===== src/hw/rtl/rnaf_pkg.sv =====
package rnaf_pkg;

    localparam int CORDIC_STEPS = 28;
    localparam longint CORDIC_GAIN_Q30 = 64'sd652032874;
    localparam int Q16_ONE = 65536;

    localparam int CFG_INDEX_W = 3;
    localparam int CFG_DATA_W = 11;

    // Configuration register indexes.
    localparam logic [CFG_INDEX_W-1:0] REG_CENTER_X = 3'd0;
    localparam logic [CFG_INDEX_W-1:0] REG_CENTER_Y = 3'd1;
    localparam logic [CFG_INDEX_W-1:0] REG_RADIUS = 3'd2;
    localparam logic [CFG_INDEX_W-1:0] REG_INNER_TENTHS = 3'd3;
    localparam logic [CFG_INDEX_W-1:0] REG_OUTER_TENTHS = 3'd4;
    localparam logic [CFG_INDEX_W-1:0] REG_FRAME_WIDTH = 3'd5;
    localparam logic [CFG_INDEX_W-1:0] REG_FRAME_HEIGHT = 3'd6;

    localparam int TRIG_W = 18;
    localparam int QUOT_W = 18;
    localparam int SUM_W = 28;
    localparam int RGB_W = 24;

    typedef logic signed [TRIG_W-1:0] trig_val_t;

    typedef struct packed {
        trig_val_t cos_val;
        trig_val_t sin_val;
    } trig_t;

    typedef struct packed {
        logic       start;
        logic [9:0] three_r;
        logic [9:0] total;
    } div_req_t;

    typedef struct packed {
        logic              done;
        logic [QUOT_W-1:0] quotient;
    } div_rsp_t;

    typedef longint atan_tab_t [CORDIC_STEPS];

    localparam atan_tab_t ATAN_TURNS = '{
        64'h20000000, 64'h12E4051E, 64'h09FB385B, 64'h051111D4, 64'h028B0D43,
        64'h0145D7E1, 64'h00A2F61E, 64'h00517C55, 64'h0028BE53, 64'h00145F2F,
        64'h000A2F98, 64'h000517CC, 64'h00028BE6, 64'h000145F3, 64'h0000A2FA,
        64'h0000517D, 64'h000028BE, 64'h0000145F, 64'h00000A30, 64'h00000518,
        64'h0000028C, 64'h00000146, 64'h000000A3, 64'h00000051, 64'h00000029,
        64'h00000014, 64'h0000000A, 64'h00000005
    };

    // Rounds a Q30 value to Q16 and clamps it to plus or minus one.
    function automatic trig_val_t to_q16(input longint v);
        longint r;
        r = (v + 64'sd8192) >>> 14;
        if (r > Q16_ONE) r = Q16_ONE;
        if (r < -Q16_ONE) r = -Q16_ONE;
        return TRIG_W'(r);
    endfunction

    // Cosine and sine of an angle given in units of 2^-32 turn.
    function automatic trig_t angle_trig(input logic [63:0] ang);
        longint x;
        longint y;
        longint z;
        longint dx;
        longint dy;
        trig_val_t c;
        trig_val_t s;
        trig_t res;
        logic [1:0] quad;
        quad = ang[31:30];
        z = longint'({34'd0, ang[29:0]});
        x = CORDIC_GAIN_Q30;
        y = 0;
        for (int i = 0; i < CORDIC_STEPS; i++) begin
            dx = y >>> i;
            dy = x >>> i;
            if (z >= 0) begin
                x = x - dx;
                y = y + dy;
                z = z - ATAN_TURNS[i];
            end
            else begin
                x = x + dx;
                y = y - dy;
                z = z + ATAN_TURNS[i];
            end
        end
        c = to_q16(x);
        s = to_q16(y);
        case (quad)
            2'd0:    begin res.cos_val = c;  res.sin_val = s;  end
            2'd1:    begin res.cos_val = -s; res.sin_val = c;  end
            2'd2:    begin res.cos_val = -c; res.sin_val = -s; end
            default: begin res.cos_val = s;  res.sin_val = -c; end
        endcase
        return res;
    endfunction

endpackage


===== src/hw/rtl/rnaf_ratio_div.sv =====
module rnaf_ratio_div (
    input  logic                 clk,
    input  logic                 rst_n,
    input  rnaf_pkg::div_req_t   req,
    output rnaf_pkg::div_rsp_t   rsp
);

    // Computes floor(three_r * 65536 / total). The integer part is at most
    // three and is found at start; the sixteen fraction bits follow one a cycle.
    logic       busy_reg, busy_next;
    logic [4:0] count_reg, count_next;
    logic [9:0] total_reg, total_next;
    logic [9:0] rem_reg, rem_next;
    logic [rnaf_pkg::QUOT_W-1:0] quot_reg, quot_next;

    logic [11:0] one_s, two_s, three_s, tr;
    logic [10:0] rem_shift;
    logic [1:0]  q_hi;
    logic [11:0] sub_hi;

    always_comb
    begin
        tr      = {2'b00, req.three_r};
        one_s   = {2'b00, req.total};
        two_s   = {1'b0, req.total, 1'b0};
        three_s = one_s + two_s;
        if (tr >= three_s)
        begin
            q_hi = 2'd3;
            sub_hi = three_s;
        end
        else if (tr >= two_s)
        begin
            q_hi = 2'd2;
            sub_hi = two_s;
        end
        else if (tr >= one_s)
        begin
            q_hi = 2'd1;
            sub_hi = one_s;
        end
        else
        begin
            q_hi = 2'd0;
            sub_hi = 12'd0;
        end

        rem_shift  = {rem_reg, 1'b0};
        busy_next  = busy_reg;
        count_next = count_reg;
        total_next = total_reg;
        rem_next   = rem_reg;
        quot_next  = quot_reg;

        if (req.start)
        begin
            busy_next  = 1'b1;
            count_next = 5'd0;
            total_next = req.total;
            rem_next   = 10'(tr - sub_hi);
            quot_next  = {q_hi, 16'd0};
        end
        else if (busy_reg)
        begin
            // The count reaches sixteen once every fraction bit is in place; the
            // quotient is then presented for one cycle.
            if (count_reg == 5'd16)
            begin
                busy_next = 1'b0;
            end
            else
            begin
                if (rem_shift >= {1'b0, total_reg})
                begin
                    rem_next = 10'(rem_shift - {1'b0, total_reg});
                    quot_next[5'd15 - 4'(count_reg)] = 1'b1;
                end
                else
                begin
                    rem_next = rem_shift[9:0];
                end
                count_next = count_reg + 5'd1;
            end
        end
    end

    always_ff @(posedge clk or negedge rst_n)
    begin
        if (!rst_n)
        begin
            busy_reg  <= 1'b0;
            count_reg <= 5'd0;
        end
        else
        begin
            busy_reg  <= busy_next;
            count_reg <= count_next;
        end
    end

    always_ff @(posedge clk)
    begin
        total_reg <= total_next;
        rem_reg   <= rem_next;
        quot_reg  <= quot_next;
    end

    assign rsp.done     = busy_reg && (count_reg == 5'd16);
    assign rsp.quotient = quot_reg;

endmodule


===== config.mk =====
export PLATFORM = sky130hd
export DESIGN_NAME = rnaf_ratio_div
export DESIGN_NICKNAME = d
export VERILOG_FILES = /design/src/hw/rtl/rnaf_pkg.sv /design/src/hw/rtl/rnaf_ratio_div.sv
export SDC_FILE = /design/constraint.sdc
export NUM_CORES = 1
export LEC_CHECK = 0
export BUFFER_PORTS_ARGS = -buffer_cell sky130_fd_sc_hd__buf_2
export CORE_ASPECT_RATIO = 1.5
export CORE_MARGIN = 2
export CORE_UTILIZATION = 35
export DETAILED_ROUTE_END_ITERATION = 16
export GPL_TIMING_DRIVEN = 0
export PLACE_DENSITY = 0.6
export RECOVER_POWER = 25
export SLEW_MARGIN = 20
export SYNTH_ARGS = -nofsm -noshare
export SYNTH_HDL_FRONTEND = slang
export SYNTH_SLANG_ARGS = --single-unit

===== constraint.sdc =====
create_clock -name clk -period 3.5 [get_ports clk]
set_input_delay 0.525 -clock clk [delete_from_list [all_inputs] [get_ports clk]]
set_output_delay 0.525 -clock clk [all_outputs]
set_load 0.05 [all_outputs]

# Word-level counts from Yosys, hierarchy flattened
# Cells that the tools add are included.
# word_totals
inputBits	23
ff_bits	44
out_inout_bits	19
wordCells	50
# op_classes
n_bitwise	2
order_cmp	6
add_sub_neg	5
muxes	22
eq_ne	2
n_reduce_logical	7
# op_table
cell	n
$mux 18	4
$mux 10	7
$sub 10x10->10	2
$or 18x18->18	1
$mux 5	3
$add 10x11->12	1
$ge 10x12->1	1
$ge 10x11->1	1
$ge 11x10->1	1
$ge 10x10->1	1
$lt 5x6->1 const B	1
$reduce_and 3->1	2
$add 5x1->5 const B	1
$demux 1 s5	1
$eq 5x5->1 const B	1
$ge 5x1->1 const B	1
$mux 1	5
$sub 4x4->5 const A	1
$mux 2	2
$reduce_bool 2->1	2
$logic_and 1x1->1	2
$ne 2x2->1 const B	1
$reduce_and 2->1	1
$not 1->1	1

# Logic depth before layout (Yosys ltp)
# Gate-level depths: netlist (run 1).
# depth
depth_word	10
ltp_mapped	25

# Least setup slack after synthesis (run 1)
# Ideal clock, no wire load.
# synth_timing
path_kind	in2reg
from	input port req[0] (netlist name)
to	register rem_reg[9], data pin
setup_ns	0.258
slack_ns	-1.545
path_buffers	1
stages	22
arrival_time_ns	4.787
cell_sequence	ha_1 > fa_1 > a211oi_1 > o21ai_0 > a211oi_1 > nor2_1 > xor2_1 > ha_1 > a211o_1 > nor3_1 > nor3_2 > buf_2 > a21oi_1 > ha_1 > nor2b_1 > o2111ai_1 > nand3_1 > a31o_2 > a21oi_1 > xor2_1 > a41o_1 > nor2_1
# synth_via
elab_chain_cells	6
# synth_rtl
element	line_no	text
from (decl)	rnaf_ratio_div.sv:4	input rnaf_pkg::div_req_t req,
parallel branches: the longest is 3 deep, another holds $add 10x11->12	--	
$mux 10 (*)	rnaf_ratio_div.sv:27	if (tr >= three_s)
$sub 10x10->10 (*)	rnaf_ratio_div.sv:60	rem_next = 10'(tr - sub_hi);
$mux 10 (*)	rnaf_ratio_div.sv:55	if (req.start)
via rem_next[9]	rnaf_ratio_div.sv:13	logic [9:0] rem_reg, rem_next;
to (signal assigned)	rnaf_ratio_div.sv:104	rem_reg <= rem_next;
to (decl)	rnaf_ratio_div.sv:13	
# Mark *: on every way through the listed nets, which the timed path passes.
# A chain may end at the register's enable or synchronous reset.

# Final worst setup path (run 1)
# layout_timing
from	input port req[1] (netlist name)
to	register rem_reg[8], data pin
# The elaborated chain is that of the path after synthesis.

==> metrics, run 1 <==
status finished, violations left; failing checks negative setup slack; final period utilization 1.39; Worst setup EP type flop; I/O Pins 42; RSZ-0062 raised after global routing true; total number of yosys warnings 0; sequential area share after synthesis 0.302; gr usage total 0.172; router iterations before antenna repair 4; CP max stage delay 390 ps; cts bufs inserted 5; ant diodes 0; clk_lat worst skew 290 ps; Starting DRT DRC Count 66; area delta synth->final 26.2%; die area 11500 um2; post-synth cell types 53; CTS tree yes; CTS Buffer Depth 2; Die Y 131 um; final setup margin -1350 ps; via count 3341; flip-flop count of the largest register after layout 18; clk_skew 6.72 ps; Synth top area share 0.204; startpoint types primary input; H-tree Lvls 2; synthesized instance count 410; Cell Rows 46; Max Freq 0.206 GHz; Final Setup Violations 10; most frequent CP cell o21ai_2; P per Cell Area 533 nW/um2; IO buf count 41; slowest CP cell fa_2; Remaining DRCs 0; Crit Path Max Fanout 3; Worst Hold Class in2async; top post-synthesis cells by count ha_1 (61), nor2_1 (49), inv_1 (34); Synth Register Bits 44; final WL 9470 um; peak supply drop 0.261 mV; share of layout cells above drive strength 1 0.243; Fin. Hold Viols 0; largest cells by area after synthesis ha_1 (20%), edfxtp_1 (18%), dfxtp_1 (8.6%), nor2_1 (4.9%), dfrtp_1 (4.0%); clock slew at reported path FFs 60 ps; post-route ant nets 0; Post-synth EDFFs 22; final core occ 0.451; leakage power 0.00214 uW; Setup CP Type in2reg; Post-CTS Hold Buffers 0; Least-Margin Pin Slew 683 ps; WL/cell 15.1 um; clock sinks 44; most common cell in the synthesized netlist ha_1; initial antenna violation count 0; dpl hpwl 7330 um; fin cells 629; Setup TNS Final -8960 ps; Critical Path RT 3520 ps; largest net degree at the start of global routing 16; Slew Limit Headroom 0.542; Total Power 2520 uW; post-synthesis net count 497; Die X 88.4 um; core area 10500 um2; Synth Flop Type edfxtp_1; Final Max Tran Viols 0; Avg Cell Area, Syn 9.12 um2; min cycle time layout 4850 ps; Async SR Flop Fraction 0.136; nets@finish 571; Cells after DPL 595; max_cap viols 0; GP Congestion 0.803; vias in the first global route 3431; Starting Density 0.357; area leader, netlist ha_1; cells on worst reg2reg path 11; crit path DAT 4870 ps; Min Hold Slack 108 ps; Syn Std Cell Area 3740 um2; via/cell ratio 5.31; grt total ovfl 0; Clock Tree Root clkbuf_16; first-pass GRT wire length 15600 um
[cell type report]
type / count / area, um2
inverter: 34 / 128
tap: 144 / 180
clock buffer: 5 / 125
timing repair buffer: 67 / 433
fill: 1067 / 5750
buffer: 13 / 57.6
multi-input combinational: 319 / 2650
clock inverter: 3 / 20.0
sequential: 44 / 1130
[cells by family after synthesis]
| family | share of synthesized area |
|---|---|
| compound gates | 0.220 |
| xor+xnor | 0.0562 |
| fa+ha+maj | 0.220 |
| buf+inv | 0.0478 |
| flops | 0.302 |
| mux | 0.0214 |
| simple gates | 0.132 |
[path summary, 6_finish.rpt]
check	slack [ps]	start	to
min in group clk	460	quot_reg[0]	quot_reg[0]
min	110	rst_n	count_reg[1]
max	-1350	req[1]	rem_reg[8]
max in group asynchronous	3130	rst_n	count_reg[2]
max reg2reg	260	total_reg[1]	rem_reg[3]
min reg2reg	460	quot_reg[0]	quot_reg[0]
[per-stage QoR]
step                      area, um2  worst slack (ps)
after floorplan                3840             -1290
after global placement         4230             -2090
after detailed placement       4230             -2090
after CTS                      4690             -1220
after global routing           4720             -1610
final                          4720             -1350
[worst max-delay path, delay by kind of cell]
kind	cells	cell delay (ps)
XOR/XNOR	2	350
buffers and inverters	3	310
AND/OR/NAND/NOR	5	510
AO/OA/AOI/OAI	12	1680
adder cells (fa/ha/maj)	5	1490
[what timing repair did]
action                     in CTS  in global routing
cloned                          0                  0
setup buffers                  24                  2
setup endpoints to repair      11                 10
pin swaps                      32                 17
resized for setup              26                  6
[placed cells by master, fill, tap and decap left out, drive strengths merged, types with 8 or more instances in the layout]
cell type	instances
a41oi	15
clkbuf	20
a21oi	31
nand3	8
edfxtp	22
nor2	49
inv	36
mux2i	8
a21o	15
xor2	12
buf	65
o21ai	22
nand2	12
ha	61
nor2b	10
xnor2	12
dfxtp	16
[power breakdown]
group,total (uW),switching [uW],internal (uW)
Combinational,1360,748,611
Sequential,693,41.0,652
Clock,463,198,266
Total,2520,987,1530
[metal layers]
metal	routed length [um]	global-route usage
met1	3520	0.167
met2	5360	0.343
met3	222	0.0245
met4	364	0.0838
met5	0	0
(Power assumes the default switching activity.)
==> run 2, diff against run 1 <==
Settings changed: SETUP_SLACK_MARGIN set to 0.15.
==> metrics, run 2 (synthesis results as in run 1) <==
clock sinks 44; status finished, violations left; Cells after DPL 595; largest net degree at the start of global routing 16; startpoint types primary input; clk_lat worst skew 290 ps; failing checks negative setup slack; share of layout cells above drive strength 1 0.245; gr usage total 0.172; CTS Buffer Depth 2; GP Congestion 0.803; Cell Rows 46; RSZ-0062 raised after global routing true; cells on worst reg2reg path 10; nets@finish 571; fin cells 629; via/cell ratio 5.33; register area 1130 um2; r2r endpoint rem_reg[3]; final core occ 0.451; Least-Margin Pin Slew 683 ps; flip-flop count of the largest register after layout 18; ant diodes 0; Fill cells 1067; Final Max Tran Viols 0; clk_skew 7.88 ps; Die Y 131 um; Post-CTS Hold Buffers 0; Setup CP Type in2reg; P per Cell Area 534 nW/um2; post-route ant nets 0; I/O Pins 42; CTS tree yes; crit path DAT 4870 ps; peak supply drop 0.261 mV; Starting DRT DRC Count 61; clock slew at reported path FFs 70 ps; leakage power 0.00214 uW; vias in the first global route 3431; Critical Path RT 3520 ps; first-pass GRT wire length 15600 um; dpl hpwl 7330 um; Die X 88.4 um; WL/cell 15.1 um; r2r setup slk 370 ps; die area 11500 um2; Remaining DRCs 0; final period utilization 1.38; router iterations before antenna repair 4; Starting Density 0.357; Fin. Hold Viols 0; RR Startpoint total_reg[1]; Crit Path Max Fanout 3; area delta synth->final 26.3%; core area 10500 um2; Worst Hold Class in2async; area of the multi-input gates 2650 um2; Worst setup EP type flop; initial antenna violation count 0; H-tree Lvls 2; Final Setup Violations 10; final WL 9500 um; Total Power 2520 uW; Max Freq 0.206 GHz; min cycle time layout 4850 ps; cts bufs inserted 5; commonest non-fill, non-tap cell in the layout ha_1; Setup TNS Final -8980 ps; DP Worst Slack -2090 ps; max_cap viols 0; Slew Limit Headroom 0.542; most frequent cells in the layout ha_1 (52), nor2_1 (47), buf_2 (34); IO buf count 41; via count 3350; final setup margin -1350 ps; grt total ovfl 0; Clock Tree Root clkbuf_16
-- run 2: cell count changes in the layout (fill, tap and decap cells not counted) --
| cell | before | now |
|---|---|---|
| o21ai_0 | 13 | 12 |
| o21ai_1 | 4 | 5 |
| nor2_2 | 0 | 1 |
| nor2_1 | 48 | 47 |
-- run 2: worst max-delay path, stage by stage --
cell and delay (ps):
buf_12 110, ha_4 160, fa_2 390, a211oi_4 290
o21ai_2 100, a211oi_2 260, nor2_1 90, xor2_1 190
ha_2 350, o21ai_2 60, a21oi_2 140, o21ai_2 90
nor3_4 200, buf_6 160, nor2_4 30, nor2b_1 130
ha_2 200, inv_2 40, fa_2 390, a21o_1 170
a21oi_2 150, o21bai_1 110, a21oi_2 170, o21ai_2 70
xor2_1 160, nand2_1 60, o21ai_1 70
-- run 2: repair_timing --
action	in CTS	in global routing
gates resized for setup	26	8
setup endpoints to repair	12	12
pin swaps	32	17
setup buffers	24	2
-- run 2: layout make-up --
type / instances / share of cell area
Multi-Input combinational cell: 319 / 0.561
Clock inverter: 3 / 0.00424
Inverter: 34 / 0.0270
Clock buffer: 5 / 0.0265
Sequential cell: 44 / 0.239
Tap cell: 144 / 0.0381
Timing Repair Buffer: 67 / 0.0917
Buffer: 13 / 0.0122
-- run 2: report_power, final --
| group | switching (uW) | internal [uW] | leakage [uW] |
|---|---|---|---|
| combinational | 751 | 612 | 0.00164 |
| clock | 200 | 266 | 0.0000745 |
| sequential | 41.1 | 652 | 0.000428 |
-- run 2: through the flow --
step | area (um2) | hold WS, ps
3_3_place_gp | 4230 | 360
6_report | 4720 | 106
4_1_cts | 4690 | 46.5
5_1_grt | 4720 | 111
2_1_floorplan | 3840 | 229
3_5_place_dp | 4230 | 361
-- run 2: routing by layer --
| metal | global-route usage | part of all wire |
|---|---|---|
| met4 | 0.0838 | 0.038 |
| met3 | 0.0245 | 0.023 |
| met2 | 0.343 | 0.57 |
| met1 | 0.167 | 0.37 |
| met5 | 0 | 0 |
-- run 2: worst max-delay path by stage --
stage                     startpoint          to
final                         req[1]  rem_reg[8]
after global routing          req[1]  rem_reg[8]
after CTS                     req[1]  rem_reg[8]
after floorplan               req[0]  rem_reg[9]
after global placement        req[1]  rem_reg[9]
after detailed placement      req[1]  rem_reg[9]
